**src/rtl/kli_pkg.sv**
```systemverilog
// ----------------------------------------------------------------------------
// kli_pkg: shared types and constants of the keyframe latency index table.
// Holds the entry format, the per-cell operation codes, the request codes and
// the packing of the stream payloads.
// ----------------------------------------------------------------------------
package kli_pkg;

    // Default number of table entries.
    localparam int DEPTH_DEF = 64;

    // Field widths.
    localparam int REQ_W   = 2;
    localparam int IDX_W   = 31;
    localparam int TS_W    = 32;
    localparam int LAT_W   = 31;
    localparam int GLEN_W  = 20;
    localparam int HELD_W  = 7;

    // Saturation value of the group length counters.
    localparam logic [GLEN_W-1:0] GLEN_MAX = {GLEN_W{1'b1}};

    // Payload widths on the stream ports.
    localparam int S_DATA_BITS  = IDX_W + TS_W + LAT_W + IDX_W;
    localparam int S_DATA_W     = ((S_DATA_BITS + 7) / 8) * 8;
    localparam int S_USER_W     = 8;
    localparam int M_DATA_BITS  = 1 + IDX_W + LAT_W + GLEN_W + HELD_W + 1;
    localparam int M_DATA_W     = ((M_DATA_BITS + 7) / 8) * 8;

    // Request codes.
    localparam logic [REQ_W-1:0] REQ_ADD   = 2'd0;
    localparam logic [REQ_W-1:0] REQ_QUERY = 2'd1;
    localparam logic [REQ_W-1:0] REQ_CLEAR = 2'd2;

    // One stored keyframe entry; live marks a slot that survives a clear.
    typedef struct packed {
        logic             live;
        logic [IDX_W-1:0] idx;
        logic [TS_W-1:0]  ts;
    } kli_entry_t;

    // What every cell of the chain does in a cycle.
    typedef enum logic [1:0] {
        CELL_HOLD   = 2'd0,
        CELL_PUSH   = 2'd1,
        CELL_ROTATE = 2'd2,
        CELL_PACK   = 2'd3
    } kli_cell_op_t;

    // Control from the sequencer to the head unit.
    typedef struct packed {
        logic start;
        logic query;
        logic clear;
        logic in_range;
    } kli_head_ctl_t;

endpackage

```
**src/rtl/kli_head.sv**
```systemverilog
// ----------------------------------------------------------------------------
// kli_head: evaluation unit at the head of the entry chain.
// Looks at the entry leaving the head cell once per cycle while the ring
// rotates: tracks the oldest qualifying entry of a query, marks kept entries
// of a clear and feeds the tail cell.
// ----------------------------------------------------------------------------
module kli_head
    import kli_pkg::*;
#(
    parameter int TABLE_DEPTH = DEPTH_DEF
)
(
    input  logic                 clk,
    input  kli_head_ctl_t        ctl,
    input  kli_entry_t           head_entry,
    input  logic [TS_W-1:0]      newest_time,
    input  logic [LAT_W-1:0]     latency_limit,
    input  logic [IDX_W-1:0]     min_index,
    output kli_entry_t           tail_entry,
    output logic                 found,
    output logic [IDX_W-1:0]     gop_index,
    output logic [LAT_W-1:0]     gop_latency,
    output logic [$clog2(TABLE_DEPTH+1)-1:0] kept
);

    localparam int CNT_W = $clog2(TABLE_DEPTH + 1);

    logic             found_reg;
    logic [IDX_W-1:0] gidx_reg;
    logic [LAT_W-1:0] glat_reg;
    logic             run_ok_reg;
    logic [LAT_W-1:0] limit_reg;
    logic [IDX_W-1:0] bound_reg;
    logic [CNT_W-1:0] kept_reg;

    logic [TS_W-1:0]  diff;
    logic             negative;
    logic             qualifies;
    logic             keep;

    // Latency of the head entry as a signed difference.
    always_comb
    begin
        diff      = newest_time - head_entry.ts;
        negative  = diff[TS_W-1];
        qualifies = ctl.in_range && run_ok_reg &&
                    (negative || (diff[LAT_W-1:0] <= limit_reg));
        keep      = ctl.in_range && (head_entry.idx > bound_reg);
    end

    // Entry written back into the tail cell.
    always_comb
    begin
        tail_entry = head_entry;
        if (ctl.query)
        begin
            tail_entry.live = head_entry.live;
        end
        else if (ctl.clear)
        begin
            tail_entry.live = keep;
        end
        else
        begin
            tail_entry.live = 1'b0;
        end
    end

    // Running search and count state, set up when a transaction is taken.
    always_ff @(posedge clk)
    begin
        if (ctl.start)
        begin
            found_reg  <= 1'b0;
            gidx_reg   <= '0;
            glat_reg   <= '0;
            run_ok_reg <= 1'b1;
            kept_reg   <= '0;
            limit_reg  <= latency_limit;
            bound_reg  <= min_index;
        end
        else if (ctl.query)
        begin
            if (qualifies)
            begin
                found_reg <= 1'b1;
                gidx_reg  <= head_entry.idx;
                glat_reg  <= negative ? '0 : diff[LAT_W-1:0];
            end
            else
            begin
                run_ok_reg <= 1'b0;
            end
        end
        else if (ctl.clear)
        begin
            if (keep)
            begin
                kept_reg <= kept_reg + CNT_W'(1);
            end
        end
    end

    assign found       = found_reg;
    assign gop_index   = gidx_reg;
    assign gop_latency = glat_reg;
    assign kept        = kept_reg;

endmodule

```
**config.mk**
```make
export PLATFORM = sky130hd
export DESIGN_NAME = kli_head
export DESIGN_NICKNAME = d
export VERILOG_FILES = /design/src/rtl/kli_pkg.sv /design/src/rtl/kli_head.sv
export SDC_FILE = /design/constraint.sdc
export NUM_CORES = 1
export LEC_CHECK = 0
export ABC_AREA = 0
export BUFFER_PORTS_ARGS = -buffer_cell sky130_fd_sc_hd__buf_4
export CAP_MARGIN = 10
export CORE_MARGIN = 8
export CORE_UTILIZATION = 51
export CTS_BUF_LIST = sky130_fd_sc_hd__clkbuf_16
export CTS_CLUSTER_DIAMETER = 80
export CTS_CLUSTER_SIZE = 8
export DETAILED_ROUTE_END_ITERATION = 8
export PLACE_DENSITY = 0.82
export SYNTH_ARGS = -nofsm -noshare
export SYNTH_HDL_FRONTEND = slang
export SYNTH_SLANG_ARGS = --single-unit
```
**constraint.sdc**
```tcl
create_clock -name clk -period 6.3 [get_ports clk]
set_clock_uncertainty 0.1 [all_clocks]
set_input_delay 0.63 -clock clk [delete_from_list [all_inputs] [get_ports clk]]
set_output_delay 0.63 -clock clk [all_outputs]
set_load 0.1 [all_outputs]
```
==> reports/metrics.csv <==
stage,metric,value,unit
die,io_pins,297,
drt,vias,7328,
global_route,antenna_found_initial,0,
setup_path,startpoint_type,input port,
drt,dr.pass1.iters,5,
synth,async_flop_share,0,
synth,yosysWarnings,0,
timing,finalCritPeriodShare,0.9303,
synth,synth-seq-cells,133,
min_path,hold_path.class,input port to register,
die,rows,46,
timing,worst_pin_slew,794.3,ps
drt,wl_per_cell,17.83,um
synth,syn-cell-area,8269,um^2
synth,synth.most_common_cell,nand2_1,
cts,hold_buffers,0,
cts,cts_sinks,133,
cts,clock_latency,420,ps
synth,synth_cell_types,58,
placed_design,portBuffers,296,
final_layout,multiInputGateArea,3990,um^2
final_layout,nFillCells,1288,
cts,tritoncts,built,
pwr,static-leakage-power,0.005239,uW
die,die-area,20540,um^2
synth,seq_area_frac_synth,0.3970,
pwr,power.internal,1966,uW
synth,synth_top_area_share,0.2251,
timing,rsz0062_at_grt,false,
pwr,swShare,0.3616,
setup_path,worstPathRequired,6520,ps
final_layout,fin_nets,1389,
pwr,p_seq_frac,0.323,
global_route,grt_pass1_wl,36.96,mm
synth,synthFlopType,dfxtp_1,
placed_design,routabilityCongestion,0.9107,
cts,numCtsBuffers,17,
final_layout,num_antenna_cells,0,
drt,via_per_inst,5.388,
final_layout,synthToLayoutAreaGrowth,30.88,%
setup_path,critical_path_class,input port to register,
global_route,grt_max_degree,67,
final_layout,regArea,3283,um^2
cts,clkSlewWorstSetupHoldPaths,60,ps
cts,clk_path_buf_depth,2,
final_layout,final_area,10820,um^2
job,maxCapViolations,0,
timing,maxSlewHeadroom,0.4705,
cts,h-tree-depth,4,
run_status,outcome,completed,
pwr,p_clk_frac,0.343,
placed_design,dp_hpwl,18.92,mm
drt,ant_nets,0,
synth,avgSynthCellArea,9.107,um^2
synth,synthTopCellsByArea,"edfxtp_1, dfxtp_1, ha_1",
timing,fin_setup_tns,0,ps
timing,hold_viol,0,
cts,post-cts-setup-buffer-count,0,
drt,first_iter_violations,340,
die,die_w,143.3,um
global_route,track_usage,0.2292,
synth,synth_edf_count,62,
drt,routed_wl,24.24,mm
synth,synth_top_area_cell,edfxtp_1,
pwr,ir_drop,0.2408,mV
synth,postSynthCellCount,908,
setup_path,cp_max_fo,31,
die,die_y,143.3,um
timing,timing.fmax,170.6,MHz
timing,setup-violations-final,0,
pwr,power_frac_comb,0.334,
pwr,power_density,284.5,nW/um^2
final_layout,drive_gt1_frac,0.2990,
timing,finalMaxSlewViolations,0,
synth,synthTopCellsByCount,"nand2_1, inv_1, a21oi_1, ha_1, dfxtp_1",
drt,drc,0,
cts,cts_resized,0,
cts,clockRootBuffer,clkbuf_16,
timing,period_minus_slack,5861,ps
placed_design,placed_area,10190,um^2
pwr,power_switching,1114,uW
setup_path,arrival,6080,ps
global_route,grt_pass1_vias,7429,
placed_design,dpl.cell_count,1328,
synth,synthesis.nets,1166,
global_route,grt_overflow,0,
setup_path,setup.worst_path.end_class,register,
die,core_area,15890,um^2
final_layout,final-instance-count-excl-fill,1360,
die,start_util,0.5206,
[cells by family (layout without fill, tap and decap cells)]
logic type	Yosys count	after routing	share of synthesized area
and+or+nand+nor	233	233	0.1312
AOI/OAI and AO/OA	215	215	0.1674
buffers and inverters	196	432	0.1212
DFF	133	133	0.3970
adders and majority gates	95	95	0.1447
xor gates and xnor gates	34	34	0.03601
muxes	2	2	0.002572
[power by group through the flow]
stage	Sequential, uW	Clock, uW	Combinational, uW
after floorplan	1200	0	567
after global placement	1010	0	997
after detailed placement	1010	0	1010
after CTS	994	1070	1030
after global routing	999	1110	1100
final	994	1060	1030
[metal layers]
layer  track usage  up-vias  routed length, um
li1              -     3570                  -
met1        0.2485     3362               9160
met2        0.3950      340              11930
met3       0.08195       56               2350
met4        0.1035        0                799
met5             0        -                  0
[final timing paths]
check                                    from             end  slack, ps  cells past startpoint
worst min register to register     run_ok_reg      run_ok_reg        350                      1
worst max register to register  limit_reg[24]  gop_latency[1]       2910                     11
worst min-delay path            min_index[21]   bound_reg[21]        290                      1
worst max-delay path            head_entry[0]  gop_latency[1]        440                     21
[worst max-delay path, cell delays in order]
cell and delay [ps]:
buf_4 110, ha_1 210, fa_1 400, nor2b_1 200, o31ai_1 110, a211o_1 320, and2_1 170, a311oi_1 410
a31oi_1 210, o21ai_0 250, xor2_1 260, ha_1 290, a21oi_1 160, nor2_1 80, a2111oi_0 660, o21ai_0 250
o31ai_2 440, o21a_2 190, buf_4 330, nand3_1 140, a21oi_1 210
[area by class of cell]
class,instances,area share
tap,216,0.02497
sequential,133,0.3034
timing repair buffer,302,0.2106
multi-input combinational,579,0.3687
inverter,98,0.03399
clock inverter,14,0.01676
clock buffer,18,0.04162
[cells in the final DEF, fill, tap and decap left out, drive strengths merged, types with 3 or more instances in the layout]
cell      instances
buf             302
nand2           104
inv              97
a21oi            94
ha               94
dfxtp            71
edfxtp           62
a21o             37
nor2             30
nand3            29
nand4            27
o21ai            25
xnor2            18
clkbuf           18
xor2             16
nor3              9
clkinv            8
and3              7
and2              7
a32o              7
nor2b             6
a31oi             6
o21a              6
nand2b            5
o31ai             5
a211oi            4
bufinv            4
o211ai            3
o31a              3
a2111oi           3
o21bai            3
or3               3
clkinvlp          3
[per-stage QoR]
stage          setup WS, ps    util  total power (uW)  hold slack [ps]
5_1_grt               55.10  0.6813              3208            274.6
2_1_floorplan          1302       -              1766            318.1
3_3_place_gp          640.5  0.6412              2007            324.3
3_5_place_dp          286.7  0.6412              2023            339.4
4_1_cts               395.6  0.6810              3092            273.2
6_report              438.9  0.6813              3079            285.2
(Power assumes the default switching activity.)
