--- src/rtl/kli_pkg.sv ---
// ----------------------------------------------------------------------------
// kli_pkg: shared types and constants of the keyframe latency index table.
// Holds the entry format, the per-cell operation codes, the request codes and
// the packing of the stream payloads.
// ----------------------------------------------------------------------------
package kli_pkg;

    // Default number of table entries.
    localparam int DEPTH_DEF = 64;

    // Field widths.
    localparam int REQ_W   = 2;
    localparam int IDX_W   = 31;
    localparam int TS_W    = 32;
    localparam int LAT_W   = 31;
    localparam int GLEN_W  = 20;
    localparam int HELD_W  = 7;

    // Saturation value of the group length counters.
    localparam logic [GLEN_W-1:0] GLEN_MAX = {GLEN_W{1'b1}};

    // Payload widths on the stream ports.
    localparam int S_DATA_BITS  = IDX_W + TS_W + LAT_W + IDX_W;
    localparam int S_DATA_W     = ((S_DATA_BITS + 7) / 8) * 8;
    localparam int S_USER_W     = 8;
    localparam int M_DATA_BITS  = 1 + IDX_W + LAT_W + GLEN_W + HELD_W + 1;
    localparam int M_DATA_W     = ((M_DATA_BITS + 7) / 8) * 8;

    // Request codes.
    localparam logic [REQ_W-1:0] REQ_ADD   = 2'd0;
    localparam logic [REQ_W-1:0] REQ_QUERY = 2'd1;
    localparam logic [REQ_W-1:0] REQ_CLEAR = 2'd2;

    // One stored keyframe entry; live marks a slot that survives a clear.
    typedef struct packed {
        logic             live;
        logic [IDX_W-1:0] idx;
        logic [TS_W-1:0]  ts;
    } kli_entry_t;

    // What every cell of the chain does in a cycle.
    typedef enum logic [1:0] {
        CELL_HOLD   = 2'd0,
        CELL_PUSH   = 2'd1,
        CELL_ROTATE = 2'd2,
        CELL_PACK   = 2'd3
    } kli_cell_op_t;

    // Control from the sequencer to the head unit.
    typedef struct packed {
        logic start;
        logic query;
        logic clear;
        logic in_range;
    } kli_head_ctl_t;

endpackage

--- src/rtl/kli_cell.sv ---
// ----------------------------------------------------------------------------
// kli_cell: one cell of the entry chain.
// Holds one keyframe entry. Takes its neighbor's entry on a push (toward the
// older end) or on a rotate and pack (toward the newest end).
// ----------------------------------------------------------------------------
module kli_cell
    import kli_pkg::*;
(
    input  logic         clk,
    input  kli_cell_op_t op,
    input  kli_entry_t   prev_entry,
    input  kli_entry_t   next_entry,
    output kli_entry_t   entry
);

    kli_entry_t entry_reg;
    kli_entry_t entry_next;

    // Next entry of this cell.
    always_comb
    begin
        entry_next = entry_reg;
        case (op)
            CELL_PUSH:
            begin
                entry_next = prev_entry;
            end
            CELL_ROTATE:
            begin
                entry_next = next_entry;
            end
            CELL_PACK:
            begin
                // A hole pulls the older-side neighbor in; an entry behind a
                // hole moves on and leaves a hole.
                if (!entry_reg.live)
                begin
                    entry_next = next_entry;
                end
                else if (!prev_entry.live)
                begin
                    entry_next.live = 1'b0;
                end
            end
            default:
            begin
                entry_next = entry_reg;
            end
        endcase
    end

    // Payload storage needs no reset.
    always_ff @(posedge clk)
    begin
        entry_reg <= entry_next;
    end

    assign entry = entry_reg;

endmodule

--- config.mk ---
export PLATFORM = sky130hd
export DESIGN_NAME = kli_cell
export DESIGN_NICKNAME = d
export VERILOG_FILES = /design/src/rtl/kli_pkg.sv /design/src/rtl/kli_cell.sv
export SDC_FILE = /design/constraint.sdc
export NUM_CORES = 1
export LEC_CHECK = 0
export BUFFER_PORTS_ARGS = -buffer_cell sky130_fd_sc_hd__buf_2
export CORE_MARGIN = 2
export CORE_UTILIZATION = 44
export DETAILED_ROUTE_END_ITERATION = 7
export PLACE_DENSITY_LB_ADDON = 0.05
export RECOVER_POWER = 50
export SLEW_MARGIN = 20
export SYNTH_ARGS = -nofsm -noshare
export SYNTH_HDL_FRONTEND = slang
export SYNTH_SLANG_ARGS = --single-unit
--- constraint.sdc ---
create_clock -name clk -period 6.9 [get_ports clk]
set_clock_uncertainty 0.1 [all_clocks]
set_input_delay 1.725 -clock clk [delete_from_list [all_inputs] [get_ports clk]]
set_output_delay 1.725 -clock clk [all_outputs]
set_load 0.02 [all_outputs]
==> results by group, run 1 <==
Pwr
  – Leak: 1.61 nW
  – Power density over the cells: 252 nW/um^2
  – Overall power: 0.000978 W
  – Max IR drop VDD: 0.180 mV

GRT
  – Initial antenna violation count: 1
  – Number of global-route vias before repair: 1852
  – Largest net degree at the start of global routing: 67
  – Met3 usage: 0.0606
  – Met2 Use GR: 0.299
  – First-pass GRT wire length: 8.56 mm
  – Most Crowded Layer GR: met2
  – GR Util met1: 0.188
  – Grt ovf: 0
  – GRT Total Usage: 0.180

Timing
  – Final setup TNS: 0 ns
  – Fin crit share: 0.563
  – RSZ-0062 raised after global routing: no
  – Tightest Pin Transition: 0.789 ns
  – Hold_ws: 0.646 ns
  – Fin. max-slew vios: 0
  – Fmax: 0.257 GHz
  – Final Hold Vio Count: 0
  – Max_slew headroom: 0.474
  – Finish-stage setup viols: 0
  – Min Tclk post-route: 3.88 ns

CTS
  – H-tree depth: 3
  – CTS buffer count: 9
  – Postcts setup bufs: 0
  – Number of gates resized after cts: 0
  – CTS tree: built
  – Clock Sinks: 64
  – Clk root buf: clkbuf_8
  – Reg clk slew, reported paths: 0.06 ns
  – CTS Hold Bufs: 0
  – Maximum root-to-sink buffer count: 2
  – Worst skew pair latency: 0.32 ns

Synthesis
  – Syn Inst Count: 139
  – Yosys warns: 0
  – Most frequent cell after synthesis: edfxtp_1
  – FFs w/ async S/R, synth: 0
  – Mapped Nets: 270
  – Most frequent cells after synthesis: 64 x edfxtp_1, 63 x mux2_2, 4 x buf_6
  – Mapped cell area: 2730 sq um
  – Share of the synthesized area in the top cell type: 0.704
  – Number of synthesized flops with an enable pin: 64
  – Ys flop type: edfxtp_1
  – Register area share after synthesis: 0.704
  – Dominant cell type by area after synthesis: edfxtp_1
  – Seq cells post-synth: 64
  – Synth unique cells: 10
  – Largest cells by area after synthesis: edfxtp_1 70%, mux2_2 26%, buf_6 1.6%
  – Avg Inst Size Synth: 19.6 sq um

Die
  – Die height: 82.8 um
  – Site Rows: 28
  – Starting density of the core: 0.458
  – Die area: 6850 sq um
  – Die width: 82.8 um
  – I/O pin cnt: 195
  – CORE AREA: 5960 sq um

Final layout
  – Syn-to-layout area delta: 42.2%
  – Share of cells above drive strength 1: 0.616
  – Final core utilization: 0.652
  – Fin cells: 420
  – Max reg flops: 64
  – NumNets Final: 470

Critical path
  – Reg2reg start: entry[63]$_DFFE_PP_
  – Crit path from: op[1]
  – Critical Path Start Type: input port
  – Critical path class: in -> reg
  – R2r setup slk: 4.87 ns
  – Critical Path RT: 6.77 ns
  – Reg2Reg Capture Point: entry[38]$_DFFE_PP_
  – CP max FO: 66
  – R2R depth: 3
  – Worst setup EP type: flip-flop
  – WP data arrival: 3.75 ns
  – Worst setup path end: entry[38]$_DFFE_PP_

Detailed routing
  – Vias: 1932
  – Drt first pass iters: 2
  – Via/cell ratio: 4.60
  – DRC viols: 0
  – Routed len/inst: 14.5 um
  – Routed WL: 6.10 mm
  – 1st-iter DRT viols: 51
  – Detail Route Antenna Nets: 0

Hold path
  – Worst Hold Class: reg -> reg
  – WHS Path Cells: 2

Placement
  – PortBufs: 194
  – DP Cell Count: 403
  – RePlAce Congestion: 0.766

Run
  – Maxcap violations: 0

Run status
  – Status: finished clean
==> cell type report <==
type | instances | area (sq um)
Clock inverter | 7 | 86.3
Antenna cell | 1 | 2.50
Timing Repair Buffer | 196 | 906
Clock buffer | 9 | 124
Multi-Input combinational cell | 68 | 747
Tap cell | 75 | 93.8
Fill cell | 489 | 2070
Sequential cell | 64 | 1920
==> routing by layer <==
layer	part of all wire	up-vias
li1	-	950
met5	0	-
met1	0.35	840
met4	0.040	0
met2	0.49	122
met3	0.11	20
==> critical path: stages <==
cell and delay, ns:
buf_2 0.07, buf_4 0.59, or2_2 0.25, and2_2 0.51, buf_4 0.53
==> per-stage QoR <==
step                      setup slack [ns]  area [sq um]
after detailed placement              2.63          3750
after floorplan                       2.78          2730
after global placement                2.68          3750
after CTS                             3.00          3960
after global routing                  2.83          3880
final                                 3.02          3880
==> kinds of logic after synthesis <==
group / share of synthesized area
muxes: 0.264
buffers and inverters: 0.0229
DFF: 0.704
AOI/OAI and AO/OA: 0.00275
and+or+nand+nor: 0.00642
==> how the worst min path moves through the flow <==
stage / end / start
2_1_floorplan: entry[63]$_DFFE_PP_ / entry[63]$_DFFE_PP_
3_3_place_gp: entry[63]$_DFFE_PP_ / entry[63]$_DFFE_PP_
3_5_place_dp: entry[63]$_DFFE_PP_ / entry[63]$_DFFE_PP_
4_1_cts: entry[63]$_DFFE_PP_ / entry[63]$_DFFE_PP_
5_1_grt: entry[63]$_DFFE_PP_ / entry[63]$_DFFE_PP_
6_report: entry[63]$_DFFE_PP_ / entry[63]$_DFFE_PP_
==> where the power goes <==
part / internal, W / leakage (nW) / switching (W) / total [W]
registers: 0.000474 / 0.643 / 0.00000954 / 0.000483
logic: 0.0000665 / 0.856 / 0.0000936 / 0.000160
clock network: 0.000200 / 0.106 / 0.000134 / 0.000334
==> cell usage in the layout, fill, tap and decap left out <==
cell type and count:
a21boi_1 1, and2_2 1, buf_2 130, buf_4 2
bufinv_16 2, clkbuf_1 64, clkbuf_8 9, clkinv_1 1
clkinv_2 3, clkinvlp_4 1, diode_2 1, edfxtp_1 64
mux2_1 1, mux2_2 63, nand3_1 1, or2_2 1
Power figures use the tool's default switching activity.
==> run 2, diff against run 1 <==
--- a/config.mk
+++ b/config.mk
@@ -7,7 +7,7 @@
 export LEC_CHECK = 0
 export BUFFER_PORTS_ARGS = -buffer_cell sky130_fd_sc_hd__buf_2
 export CORE_MARGIN = 2
-export CORE_UTILIZATION = 44
+export CORE_UTILIZATION = 41
 export DETAILED_ROUTE_END_ITERATION = 7
 export PLACE_DENSITY_LB_ADDON = 0.05
 export RECOVER_POWER = 50
==> constraint.sdc (replaced) <==
create_clock -name clk -period 3.7 [get_ports clk]
set_clock_uncertainty 0.1 [all_clocks]
set_input_delay 0.925 -clock clk [delete_from_list [all_inputs] [get_ports clk]]
set_output_delay 0.925 -clock clk [all_outputs]
set_load 0.02 [all_outputs]
==> run 2 against run 1 <==
The flow now finishes with violations (max-capacitance violations); clock power up 41%; clock-buffer cell count up 2; utilization down 5.3 points; flip-flop and latch count unchanged; worst setup slack worse by 2.1 ns; largest power group unchanged; non-clock buffer count unchanged; cell area down 1.5%; combinational power up 88%; sequential power up 87%.
==> results by group, run 2 (synthesis results as in run 1) <==
Timing
  – Tightest Pin Transition: 1.49 ns (was 0.789 ns)
  – Fin crit share: 0.751
  – Fmax: 0.360 GHz
  – Finish-stage setup viols: 0 (unchanged)
  – Final setup TNS: 0 ns (unchanged)
  – Min Tclk post-route: 2.78 ns
  – Fin. max-slew vios: 0 (unchanged)
  – Max_slew headroom: 0.00429 (was 0.474)
  – RSZ-0062 raised after global routing: no (unchanged)
  – Final WS setup: 0.922 ns (was 3.02 ns)
  – Hold_ws: 0.647 ns (was 0.646 ns)
  – Final Hold Vio Count: 0 (unchanged)

Critical path
  – Buf/Inv on CP: 2 (was 3)
  – Worst-path cell chain: clkbuf_1, clkbuf_2, mux2_2 (was buf_2, buf_4, or2_2, and2_2, buf_4)
  – Critical Path RT: 3.66 ns (was 6.77 ns)
  – CP max FO: 62 (was 66)
  – Critical Path Start Type: input port (unchanged)
  – Reg2Reg Capture Point: entry[54]$_DFFE_PP_ (was entry[38]$_DFFE_PP_)
  – CP max stage cell: clkbuf_2 (was buf_4)
  – Critical path class: in -> reg (unchanged)
  – Critical Path Max Stage Delay: 1.15 ns (was 0.59 ns)
  – Worst setup EP type: flip-flop (unchanged)
  – Reg2reg start: entry[63]$_DFFE_PP_ (unchanged)
  – WP data arrival: 2.74 ns (was 3.75 ns)
  – Top Family by Delay on Critical Path: buffers and inverters (unchanged)
  – R2r setup slk: 1.70 ns (was 4.87 ns)
  – R2R depth: 3 (unchanged)

Final layout
  – Antenna cells: 0 (was 1)
  – Most frequent cells in the layout: 129 x buf_2, 67 x clkbuf_1, 64 x edfxtp_1 (was 130 x buf_2, 64 x edfxtp_1, 64 x clkbuf_1)
  – Syn-to-layout area delta: 40.0% (was 42.2%)
  – Share of cells above drive strength 1: 0.609 (was 0.616)
  – Commonest non-fill, non-tap cell in the layout: buf_2 (unchanged)
  – Max reg flops: 64 (unchanged)
  – NumNets Final: 470 (unchanged)
  – Finished Cell Area: 3820 sq um (was 3880 sq um)
  – Fillers: 561 (was 489)

Die
  – Die width: 85.6 um (was 82.8 um)
  – CORE AREA: 6390 sq um (was 5960 sq um)
  – Die area: 7330 sq um (was 6850 sq um)
  – Site Rows: 29 (was 28)
  – Die height: 85.6 um (was 82.8 um)
  – I/O pin cnt: 195 (unchanged)
  – Starting density of the core: 0.428 (was 0.458)

Placement
  – Placed Area: 3750 sq um (about the same)
  – RePlAce Congestion: 0.733 (was 0.766)
  – DPL Wire Length: 4.66 mm
  – Dpl ws: 0.932 ns (was 2.63 ns)
  – PortBufs: 194 (unchanged)

GRT
  – Number of global-route vias before repair: 1944 (was 1852)
  – Initial antenna violation count: 0 (was 1)
  – Grt ovf: 0 (unchanged)
  – GRT Total Usage: 0.164 (was 0.180)
  – First-pass GRT wire length: 8.94 mm (was 8.56 mm)
  – Largest net degree at the start of global routing: 63 (was 67)

CTS
  – Clock Sinks: 64 (unchanged)
  – CTS tree: built (unchanged)
  – CTS Hold Bufs: 0 (unchanged)
  – Maximum root-to-sink buffer count: 2 (unchanged)
  – Clk root buf: clkbuf_8 (unchanged)
  – Reg clk slew, reported paths: 0.06 ns (about the same)
  – Number of gates resized after cts: 0 (unchanged)
  – H-tree depth: 3 (unchanged)
  – Postcts setup bufs: 0 (unchanged)
  – Worst skew pair latency: 0.32 ns (about the same)
  – CTS buffer count: 9 (unchanged)

Pwr
  – Overall power: 0.00167 W (was 0.000978 W)
  – Max IR drop VDD: 0.303 mV (was 0.180 mV)
  – Power density over the cells: 438 nW/um^2 (was 252 nW/um^2)
  – Leak: 1.57 nW (was 1.61 nW)

Hold path
  – End of the worst hold path: entry[63]$_DFFE_PP_ (unchanged)
  – Min-delay src: entry[63]$_DFFE_PP_ (unchanged)
  – Worst Hold Class: reg -> reg (unchanged)
  – WHS Path Cells: 2 (unchanged)

Detailed routing
  – 1st-iter DRT viols: 30 (was 51)
  – Routed WL: 6.17 mm (was 6.10 mm)
  – Detail Route Antenna Nets: 0 (unchanged)
  – Via/cell ratio: 4.68 (was 4.60)
  – Routed len/inst: 14.7 um (was 14.5 um)
  – DRC viols: 0 (unchanged)
  – Drt first pass iters: 4 (was 2)
  – Vias: 1966 (was 1932)

Run
  – Maxcap violations: 1 (was 0)

Run status
  – Failing checks: max-capacitance violations
  – Status: finished with violations (was finished clean)
[run 2: cell count changes in the layout (fill, tap and decap cells not counted), sizes merged]
cell | previous run | this run
bufinv | 2 | 0
diode | 1 | 0
buf | 132 | 130
clkinv | 4 | 3
clkbuf | 73 | 77
[run 2: worst max-delay path by stage]
stage               slack, ns  startpoint                   to  depth (start not counted)
global route             0.72       op[1]  entry[49]$_DFFE_PP_                          3
global placement         0.98       op[1]  entry[35]$_DFFE_PP_                          4
CTS                      1.28       op[1]  entry[34]$_DFFE_PP_                          4
floorplan                0.38       op[1]   entry[0]$_DFFE_PP_                          4
finish                   0.92       op[1]  entry[49]$_DFFE_PP_                          3
detailed placement       0.93       op[1]  entry[36]$_DFFE_PP_                          4
[run 2: stage by stage]
| step | util | cells |
|---|---|---|
| final | 0.598 | 420 |
| after global routing | 0.598 | 420 |
| after CTS | 0.611 | 420 |
| after detailed placement | 0.587 | 405 |
| after global placement | 0.587 | 405 |
| after floorplan | - | 139 |
[run 2: worst reg2reg max path, stage by stage, from the launching register on]
cell      delay (ns)
edfxtp_1        0.40
nand3_1         0.08
and2_2          0.53
buf_4           0.52
[run 2: metal layers]
metal | vias up | track usage | routed length [um]
met1 | 889 | 0.168 | 2200
met5 | - | 0 | 0
met4 | 0 | 0.0606 | 115
li1 | 944 | - | -
met2 | 123 | 0.288 | 3130
met3 | 10 | 0.0828 | 726
[run 2: power breakdown]
part           internal [W]  total [W]  leakage [nW]  switching, W
clock network      0.000236   0.000471        0.0789      0.000236
registers          0.000884   0.000901         0.643     0.0000174
logic              0.000125   0.000301         0.852      0.000176
total               0.00124    0.00167          1.57      0.000429
[run 2: cell type report]
cell class                      instances  area [sq um]  area share
Clock buffer                           11           131      0.0344
Clock inverter                          4          22.5     0.00589
Sequential cell                        64          1920       0.503
Multi-Input combinational cell         68           747       0.195
Tap cell                               77          96.3      0.0252
Timing Repair Buffer                  196           902       0.236
